===== config.mk =====
export PLATFORM = sky130hd
export DESIGN_NAME = sbus_frame_decoder
export DESIGN_NICKNAME = d
export VERILOG_FILES = /design/src/rtl/sfd_pkg.sv /design/src/rtl/sfd_ram.sv /design/src/rtl/sbus_frame_decoder.sv
export SDC_FILE = /design/constraint.sdc
export NUM_CORES = 1
export LEC_CHECK = 0
export BUFFER_PORTS_ARGS = -buffer_cell sky130_fd_sc_hd__buf_2
export CORE_AREA = 2 2 403 205
export CTS_CLUSTER_DIAMETER = 200
export CTS_CLUSTER_SIZE = 8
export DETAILED_ROUTE_END_ITERATION = 12
export DIE_AREA = 0 0 405 207
export SLEW_MARGIN = 20
export SYNTH_ARGS = -nofsm -noshare
export SYNTH_HDL_FRONTEND = slang
export SYNTH_HIERARCHICAL = 1
export SYNTH_SLANG_ARGS = --single-unit

===== constraint.sdc =====
create_clock -name clk -period 4.6 [get_ports clk]
set_input_delay 1.38 -clock clk [delete_from_list [all_inputs] [get_ports clk]]
set_output_delay 1.38 -clock clk [all_outputs]
set_load 0.02 [all_outputs]

===== src/rtl/sfd_pkg.sv =====
// Shared types and constants for the serial bus frame decoder.
// Depends on nothing; used by sbus_frame_decoder and its testbench.
package sfd_pkg;

  // Frame layout
  localparam int FRAME_BYTES = 25;
  localparam int POS_W       = 5;
  localparam int BYTE_W      = 8;

  localparam logic [BYTE_W-1:0] HEADER_BYTE = 8'h0F;
  localparam logic [BYTE_W-1:0] FOOTER_BYTE = 8'h00;

  // Channel result fields
  localparam int VALUE_W = 11;
  localparam int INDEX_W = 4;
  localparam logic [VALUE_W-1:0] VALUE_MASK = 11'h7FF;

  // Two frame banks, each addressed by the byte position
  localparam int RAM_ADDR_W = POS_W + 1;
  localparam int RAM_DEPTH  = 2 ** RAM_ADDR_W;

  // Bit accumulator of the unpacker: holds at most the refill limit plus one byte
  localparam int REFILL_LIMIT = 15;
  localparam int ACC_W        = REFILL_LIMIT + BYTE_W;
  localparam int CNT_W        = 5;

  // Output word: channel_index from bit 0, channel_value above it, zero fill
  localparam int OUT_DATA_W = 16;

endpackage


===== src/rtl/sfd_ram.sv =====
// Generic single-clock RAM: one write port, one read port, registered read data.
// Depends on nothing; used for the frame store of the decoder.
module sfd_ram #(
  parameter int WIDTH = 8,
  parameter int DEPTH = 64
) (
  input  logic                     clk,
  input  logic                     we,
  input  logic [$clog2(DEPTH)-1:0] waddr,
  input  logic [WIDTH-1:0]         wdata,
  input  logic                     re,
  input  logic [$clog2(DEPTH)-1:0] raddr,
  output logic [WIDTH-1:0]         rdata
);

  logic [WIDTH-1:0] mem [DEPTH];

  // Write port
  always_ff @(posedge clk) begin
    if (we) begin
      mem[waddr] <= wdata;
    end
  end

  // Registered read port
  always_ff @(posedge clk) begin
    if (re) begin
      rdata <= mem[raddr];
    end
  end

endmodule


===== src/rtl/sbus_frame_decoder.sv =====
// Serial bus frame decoder top level: frame store, header check and channel unpacker.
// Depends on sfd_pkg and sfd_ram.
//
// Takes one received byte per cycle on the slave stream and counts bytes into
// 25-byte frames from reset, with no resynchronisation. A frame whose first byte
// is 0x0F and whose last byte is 0x00 yields NUM_CHANNELS words on the master
// stream, channel 0 first, tlast on the final channel. Frames are stored in two
// banks of one RAM, so the next frame is received while the previous one is
// unpacked. The unpacker reads one stored byte per cycle through the single RAM
// read port, the byte lands in the cycle after its read, and a read is only issued
// while the accumulator has room for it. Unpacking starts when the closing byte of
// a good frame is taken. Every byte is accepted in the cycle it is offered, except
// the closing byte of a frame, which waits while the previous frame is still being
// unpacked, a wait that stalls on the master side make longer.
module sbus_frame_decoder #(
  parameter int NUM_CHANNELS = 16
) (
  input  logic                           clk,
  input  logic                           rst,
  // Slave stream
  input  logic                           s_tvalid,
  output logic                           s_tready,
  input  logic [sfd_pkg::BYTE_W-1:0]     s_tdata,  // [7:0] rx_byte
  // Master stream
  output logic                           m_tvalid,
  input  logic                           m_tready,
  output logic [sfd_pkg::OUT_DATA_W-1:0] m_tdata,  // [3:0] channel_index,
                                                   // [14:4] channel_value, [15] zero
  output logic                           m_tlast   // last_channel
);

  localparam int LAST_BYTE = (sfd_pkg::VALUE_W * NUM_CHANNELS + sfd_pkg::BYTE_W - 1)
                             / sfd_pkg::BYTE_W;
  localparam logic [sfd_pkg::POS_W-1:0] LAST_POS =
    sfd_pkg::POS_W'(sfd_pkg::FRAME_BYTES - 1);
  localparam logic [sfd_pkg::POS_W-1:0] LAST_RD = sfd_pkg::POS_W'(LAST_BYTE);
  localparam logic [sfd_pkg::INDEX_W-1:0] LAST_CH = sfd_pkg::INDEX_W'(NUM_CHANNELS - 1);
  localparam logic [sfd_pkg::CNT_W-1:0] VAL_BITS = sfd_pkg::CNT_W'(sfd_pkg::VALUE_W);
  localparam logic [sfd_pkg::CNT_W-1:0] BYTE_BITS = sfd_pkg::CNT_W'(sfd_pkg::BYTE_W);
  localparam logic [sfd_pkg::CNT_W-1:0] REFILL = sfd_pkg::CNT_W'(sfd_pkg::REFILL_LIMIT);

  // Receive side
  logic [sfd_pkg::POS_W-1:0]   byte_position;
  logic                        wr_bank;
  logic                        hdr_ok;
  logic                        in_word;
  logic                        frame_start;

  // Unpack side
  logic                        busy;
  logic                        rd_bank;
  logic [sfd_pkg::POS_W-1:0]   rd_idx;
  logic                        rd_valid;
  logic                        rd_en;
  logic [sfd_pkg::BYTE_W-1:0]  rd_data;
  logic [sfd_pkg::ACC_W-1:0]   acc;
  logic [sfd_pkg::ACC_W-1:0]   acc_next;
  logic [sfd_pkg::ACC_W-1:0]   acc_shift;
  logic [sfd_pkg::CNT_W-1:0]   bit_count;
  logic [sfd_pkg::CNT_W-1:0]   bit_count_next;
  logic [sfd_pkg::CNT_W-1:0]   bit_rem;
  logic [sfd_pkg::INDEX_W-1:0] ch_idx;
  logic                        emit;

  // Output register
  logic [sfd_pkg::INDEX_W-1:0] out_index;
  logic [sfd_pkg::VALUE_W-1:0] out_value;

  // Hold back the closing byte while the other bank is still being unpacked
  assign s_tready    = !(busy && byte_position == LAST_POS);
  assign in_word     = s_tvalid && s_tready;
  assign frame_start = in_word && byte_position == LAST_POS && hdr_ok
                       && s_tdata == sfd_pkg::FOOTER_BYTE;

  // Frame store: write bank by receive side, read bank by unpacker
  sfd_ram #(
    .WIDTH (sfd_pkg::BYTE_W),
    .DEPTH (sfd_pkg::RAM_DEPTH)
  ) u_frame_ram (
    .clk   (clk),
    .we    (in_word),
    .waddr ({wr_bank, byte_position}),
    .wdata (s_tdata),
    .re    (rd_en),
    .raddr ({rd_bank, rd_idx}),
    .rdata (rd_data)
  );

  // Emit a channel once eleven bits are held and the output register is free
  assign emit = busy && bit_count >= VAL_BITS && (!m_tvalid || m_tready);

  // Drop emitted bits, append the byte landing from the RAM
  always_comb begin
    acc_shift = emit ? (acc >> sfd_pkg::VALUE_W) : acc;
    bit_rem   = emit ? (bit_count - VAL_BITS) : bit_count;
    if (rd_valid) begin
      acc_next       = acc_shift | (sfd_pkg::ACC_W'(rd_data) << bit_rem);
      bit_count_next = bit_rem + BYTE_BITS;
    end else begin
      acc_next       = acc_shift;
      bit_count_next = bit_rem;
    end
  end

  // Fetch the next byte while the accumulator has room for it
  assign rd_en = busy && rd_idx <= LAST_RD && bit_count_next <= REFILL;

  // Receive counter, bank swap and header flag
  always_ff @(posedge clk) begin
    if (rst) begin
      byte_position <= '0;
      wr_bank       <= 1'b0;
      hdr_ok        <= 1'b0;
    end else if (in_word) begin
      if (byte_position == '0) begin
        hdr_ok <= s_tdata == sfd_pkg::HEADER_BYTE;
      end
      if (byte_position == LAST_POS) begin
        byte_position <= '0;
      end else begin
        byte_position <= byte_position + 1'b1;
      end
      if (frame_start) begin
        wr_bank <= !wr_bank;
      end
    end
  end

  // Unpacker control
  always_ff @(posedge clk) begin
    if (rst) begin
      busy      <= 1'b0;
      rd_bank   <= 1'b0;
      rd_idx    <= '0;
      rd_valid  <= 1'b0;
      bit_count <= '0;
      ch_idx    <= '0;
    end else begin
      rd_valid <= rd_en;
      if (frame_start) begin
        busy      <= 1'b1;
        rd_bank   <= wr_bank;
        rd_idx    <= sfd_pkg::POS_W'(1);
        bit_count <= '0;
        ch_idx    <= '0;
      end else begin
        bit_count <= bit_count_next;
        if (rd_en) begin
          rd_idx <= rd_idx + 1'b1;
        end
        if (emit) begin
          ch_idx <= ch_idx + 1'b1;
          if (ch_idx == LAST_CH) begin
            busy <= 1'b0;
          end
        end
      end
    end
  end

  // Accumulator payload: start each frame empty
  always_ff @(posedge clk) begin
    if (frame_start) begin
      acc <= '0;
    end else begin
      acc <= acc_next;
    end
  end

  // Output register valid
  always_ff @(posedge clk) begin
    if (rst) begin
      m_tvalid <= 1'b0;
    end else if (emit) begin
      m_tvalid <= 1'b1;
    end else if (m_tready) begin
      m_tvalid <= 1'b0;
    end
  end

  // Output register payload
  always_ff @(posedge clk) begin
    if (emit) begin
      out_index <= ch_idx;
      out_value <= acc[sfd_pkg::VALUE_W-1:0] & sfd_pkg::VALUE_MASK;
      m_tlast   <= ch_idx == LAST_CH;
    end
  end

  assign m_tdata = {1'b0, out_value, out_index};

  // Closing byte is never taken while a frame is still unpacking
  a_no_overrun: assert property (@(posedge clk) disable iff (rst)
    (in_word && byte_position == LAST_POS) |-> !busy)
    else $error("closing byte accepted during unpack");

  // Accumulator never overflows
  a_acc_bound: assert property (@(posedge clk) disable iff (rst)
    bit_count <= sfd_pkg::CNT_W'(sfd_pkg::ACC_W))
    else $error("bit accumulator overflow");

  // RAM read data lands only while a frame is unpacking
  a_rd_in_frame: assert property (@(posedge clk) disable iff (rst)
    rd_valid |-> busy)
    else $error("stray frame store read");

  // Unpacker goes idle after the final channel is emitted
  a_done_idle: assert property (@(posedge clk) disable iff (rst)
    (emit && ch_idx == LAST_CH) |=> !busy)
    else $error("unpacker still busy after last channel");

endmodule


# Word-level counts from Yosys, hierarchy flattened
# Memories as Yosys holds them, arrays and structs flattened. A register that Yosys moved wholly into a read port is not among the register bits.
# Index checks and enable logic that the tools add are counted.
# W data, S select, Z words.
[classes] add_sub_neg=5 n_lt_le_gt_ge=3 n_eq_ne=3 n_shift=1 mux=14 bitwise_logic=1 n_reduce_logical=23
[ops] op="$mux W23" count=2
[ops] op="$or A23 B23 Y23" count=1
[ops] op="$shl A8 B5 Y23" count=1
[ops] op="$mux W5" count=3
[ops] op="$add A5 B1 Y5 const B" count=2
[ops] op="$logic_and A1 B1 Y1" count=9
[ops] op="$mux W1" count=9
[ops] op="$eq A8 B4 Y1 const B" count=1
[ops] op="$logic_not A8 Y1" count=1
[ops] op="$reduce_bool A2 Y1" count=4
[ops] op="$reduce_and A2 Y1" count=3
[ops] op="$add A5 B4 Y5 const B" count=1
[ops] op="$eq A5 B5 Y1 const B" count=1
[ops] op="$ge A5 B4 Y1 const B" count=1
[ops] op="$le A5 B4 Y1 const B" count=1
[ops] op="$le A5 B5 Y1 const B" count=1
[ops] op="$logic_not A5 Y1" count=1
[ops] op="$sub A5 B4 Y5 const B" count=1
[ops] op="$add A4 B1 Y4 const B" count=1
[ops] op="$eq A4 B4 Y1 const B" count=1
[ops] op="$logic_not A1 Y1" count=3
[ops] op="$reduce_or A2 Y1" count=1
[ops] op="$logic_or A1 B1 Y1" count=1
[totals] reg_bits=64 ramBits=512 in_bits=12 out_inout_bits=19 memories=1
[mem_list] memory="u_frame_ram.mem" depth=64 width=8 rd=1 rd_clocked_by_memory_dff=1 wr=1 line="sfd_ram.sv:16" text="logic [WIDTH-1:0] mem [DEPTH];"

# Depth between registers and ports, before layout
[logic_depth] ltp_word=10 mapped_depth=10 mapped_depth_nobuf=9

# By module
# Netlist, hierarchy kept.
[by_module_without_submodules] module="sfd_ram" n_inst=1 cells_each=940 area_per_inst_um2=20246.9
[by_module_without_submodules] module="sbus_frame_decoder" n_inst=1 cells_each=412 area_per_inst_um2=3709.8

# Worst setup path before layout
# Ideal clock, no wire load.
[synth_timing] kind="input to register" startpoint="in m_tready" endpoint="reg acc[12] (netlist name)" setup_ns=0.120 t_arrival_ns=2.821 t_required_ns=4.480 path_slack_ns=1.660 stages=7 cell_sequence="nor2b_1 > buf_2 > or3_4 > a221oi_2 > nand2b_1 > nor2_1 > a211o_1"
[synth_via] elab_chain_cells=6
[synth_rtl] element="start: declaration" line="sbus_frame_decoder.sv:26" text="input logic m_tready,"
[synth_rtl] element="$logic_or A1 B1 Y1 *" line="sbus_frame_decoder.sv:90" text="assign emit = busy && bit_count >= VAL_BITS && (!m_tvalid || m_tready);"
[synth_rtl] element="$logic_and A1 B1 Y1 *" line="sbus_frame_decoder.sv:90"
[synth_rtl] element="$mux W5" line="sbus_frame_decoder.sv:95" text="bit_rem = emit ? (bit_count - VAL_BITS) : bit_count;"
[synth_rtl] element="$shl A8 B5 Y23" line="sbus_frame_decoder.sv:97" text="acc_next = acc_shift | (sfd_pkg::ACC_W'(rd_data) << bit_rem);"
[synth_rtl] element="$or A23 B23 Y23" line="sbus_frame_decoder.sv:97"
[synth_rtl] element="$mux W23 *" line="sbus_frame_decoder.sv:96" text="if (rd_valid) begin"
[synth_rtl] element="end signal: assignment" line="sbus_frame_decoder.sv:166" text="acc <= acc_next;"
[synth_rtl] element="end: declaration" line="sbus_frame_decoder.sv:56" text="logic [sfd_pkg::ACC_W-1:0] acc;"
# Every way passes the cells marked *; elsewhere a longest branch is shown, timed or not.
# A chain may end at the register's enable or synchronous reset.

# Worst setup path in the final report
[layout_timing] startpoint="reg byte_position[1] (netlist name)" endpoint="mem u_frame_ram.mem[62][4], enable pin"
[layout_via] elab_chain_cells=6
[layout_rtl] element="start: declaration" line="sbus_frame_decoder.sv:43" text="logic [sfd_pkg::POS_W-1:0] byte_position;"
[layout_rtl] element="start signal: assignment" line="sbus_frame_decoder.sv:121" text="byte_position <= byte_position + 1'b1;"
[layout_rtl] element="$eq A5 B5 Y1" line="sbus_frame_decoder.sv:70" text="assign s_tready = !(busy && byte_position == LAST_POS);"
[layout_rtl] element="$logic_and A1 B1 Y1" line="sbus_frame_decoder.sv:70"
[layout_rtl] element="$logic_not A1 Y1" line="sbus_frame_decoder.sv:70"
[layout_rtl] element="$logic_and A1 B1 Y1" line="sbus_frame_decoder.sv:71" text="assign in_word = s_tvalid && s_tready;"
[layout_rtl] element="named net in_word" line="sbus_frame_decoder.sv:46" text="logic in_word;"
[layout_rtl] element="$mux W1" line="sfd_ram.sv:20" text="if (we) begin"
[layout_rtl] element="$mux W1 (implied by the code)" line="sfd_ram.sv:21" text="mem[waddr] <= wdata;"
[layout_rtl] element="end: declaration" line="sfd_ram.sv:16"
# The timed path passes the listed nets, and every way through them passes these cells.

==> out/metrics.yaml <==
synth-simple-area-share_pct: 6.330
cts_max_path_buffers: 3
rsz0062_at_grt: "false"
rows: 74
ant_nets: 0
preCtsSetupSlack_ns: 0.5715
hold_viol: 0
regToRegSetupSlack_ns: 1.09
synth_edf_count: 536
hpwl_um: 40170
root_buffer: "clkbuf_16"
finalCritPeriodShare_pct: 76.38
min_delay_worst_endpoint: "out_value[0]$_DFFE_PP_"
tightest_slew_ns: 1.070
yosysTopAreaCell: "edfxtp_1"
rr_startpoint: "byte_position[1]$_SDFFE_PP0P_"
slew_viol_final: 0
hp-start: "acc[0]$_SDFF_PP0_"
grt_max_degree: 65
cp_cell_sequence: "inv_1 > ha_1 > nand4b_1 > or2_2 > nand2_1 > inv_1 > nor2b_1 > nand3_1 > nor2_1"
die-width_um: 405
overflow: 0
min_period_ns: 3.513
via_count: 13250
leakage_nw: 8.381
cts_tree: "yes"
yosys-mux-area-fraction_pct: 15.28
ys.flop_type: "edfxtp_1"
worstPathRequired_ns: 4.85
start_util_pct: 29.71
crit_family: "simple AND/OR/NAND/NOR gates"
netlist_area_mm2: 0.02396
clk_transition_reported_paths_ns: 0.05
tns_ns: 0
final_common_cell: "edfxtp_1"
final_util_pct: 34.33
ys_seq_area_share_pct: 71.20
synthXorXnorAreaFrac_pct: 0.3290
synth_fp_nets: 1370
grt_use_total_pct: 14.70
portBuffers: 29
crit_fanout: 14
grt_pass1_wl_um: 90100
holdPathStages: 0
setup_slack_ns: 1.087
crit_type: "flip-flop to flip-flop"
viasPerCell: 5.182
wl_um: 61540
clkLatencyLatePin_ns: 0.64
start_kind: "flip-flop"
wl_per_cell_um: 24.08
cp_num_buf_inv: 2
clock_sinks: 584
slowest_stage: "nor2_1"
area_growth_pct: 15.56
fin_cells: 2556
synth_top_area_share_pct: 67.19
gp_congestion: 0.8742
dr.pass1.iters: 6
synth_top_family_by_area: "multiplexers"
status: "finished clean"
synth_cell_types: 80
max_freq_mhz: 284.6
dp_cells: 2445
skew_ns: 0.03638
drcViolationCount: 0
synth_compound_area_share_pct: 4.371
relSlewSlack_pct: 28.40
finalSetupViolCount: 0
ff2ff_path_depth: 9
cpPeakStageDelay_ns: 0.82
final_layout_size_suffix_gt1_share_pct: 23.26
htreeDepth: 3
syn_inst: 1352
grt_pass1_vias: 12820
die_h_um: 207
grt_antenna_before_repair: 5
hold_path.class: "flip-flop to flip-flop"
mostFrequentLayoutCells: "536 x edfxtp_1, 130 x nor2_1, 126 x mux4_2"
die_area_mm2: 0.08384
yosysWarnings: 6
async_flop_share_pct: 0
cpMostUsedCell: "inv_1"
finalPower_mw: 11.45
irDropWorstVdd_uv: 281.0
ctsHoldBuffers: 0
core-area_mm2: 0.08064
synth.area.top_cells: "edfxtp_1 67%, mux4_2 12%, dfxtp_1 4.0%"
worstPathArrival_ns: 3.77
synthAdderAreaFrac_pct: 0.3134
numCtsBuffers: 82
power_density_mw_per_mm2: 413.7
critical_path.endpoint_type: "flip-flop"
nets: 1445
r2r-end: "u_frame_ram/mem[62][4]$_DFFE_PP_"
avgSynthCellArea_um2: 17.72
ioPinCount: 31
drv_cap: 0
drt_iter0_drc: 2217
postCtsSetupRepairBufs: 0
cts_resized: 0
synth_seq_cells: 584
layout make-up:
| cell class | count | area [um^2] |
|---|---|---|
| diodes | 1 | 2.502 |
| inverters | 12 | 45.04 |
| multi-input cells | 675 | 6387 |
| flip-flops and latches | 584 | 17070 |
| well taps | 1102 | 1379 |
| fillers | 7567 | 52960 |
| clock inverters | 7 | 165.2 |
| clock buffers | 103 | 2131 |
| repair buffers | 72 | 505.5 |
cell usage after synthesis (all sizes together) (4+ instances only):
master / instances
nand3b: 5
o221ai: 8
o21ai: 13
buf: 53
nand2b: 12
edfxtp: 536
o221a: 5
and3: 5
nor4b: 4
a31oi: 7
o32ai: 4
o2bb2ai: 5
nor2b: 15
or2: 5
a211o: 4
a21oi: 22
ha: 6
o21a: 4
a22oi: 5
nor3: 21
nor2: 130
nand2: 60
mux4: 126
a211oi: 6
nand4: 11
and2: 4
dfxtp: 48
nand3: 21
mux2: 27
a221oi: 7
xor2: 7
nor4: 7
o22ai: 15
clkbuf: 28
or3: 4
inv: 12
nand4b: 4
mux2i: 51
o2111ai: 5
registers in the layout, indices dropped and copies added (netlist names), 4 cells and up:
register	cells
u_frame_ram/mem	512
acc	23
out_value	11
u_frame_ram/rdata	8
bit_count	5
byte_position	5
rd_idx	5
ch_idx	4
out_index	4
worst max-delay path by stage:
stage                                  startpoint                                to  slack [ns]  depth (start not counted)
floorplan                                m_tready                acc[12]$_SDFF_PP0_        1.66                          7
global placement                       s_tdata[5]            rd_idx[3]$_SDFFE_PP0P_        0.51                          7
detailed placement                     s_tdata[5]            rd_idx[2]$_SDFFE_PP0P_        0.57                          7
CTS                 byte_position[3]$_SDFFE_PP0P_                          s_tready        1.06                          3
global route              bit_count[1]$_SDFF_PP0_                acc[22]$_SDFF_PP0_        0.90                          8
finish              byte_position[1]$_SDFFE_PP0P_  u_frame_ram/mem[62][4]$_DFFE_PP_        1.09                          9
metal layers:
metal  vias to the layer above  share of wire, %  track usage [%]
met3                        80                14            6.292
li1                       5586                 -                -
met5                         -              0.18           0.9055
met2                       751                36            16.77
met4                         4               1.5            3.847
met1                      6824                48            23.99
report_power, final:
part / switching [mW] / total [mW] / internal (mW)
sequential: 0.00704 / 5.82 / 5.81
clock: 2.23 / 5.47 / 3.24
combinational: 0.139 / 0.167 / 0.0282
total: 2.38 / 11.5 / 9.08
metrics by stage:
stage               hold slack (ns)  instance area (um^2)
floorplan                    0.4080                 23960
global placement             0.4183                 25390
detailed placement           0.4249                 25390
CTS                          0.4313                 27680
global route                 0.4549                 27680
finish                       0.4289                 27680
kinds of logic (layout without fill, tap and decap cells):
group,count (synthesis),after routing
muxes,204,204
and+or+nand+nor,315,315
other,1,2
adders and majority gates,6,6
AOI/OAI and AO/OA,140,140
xor gates and xnor gates,9,9
buffers and inverters,93,194
DFF,584,584
Power figures use the tool's default switching activity.
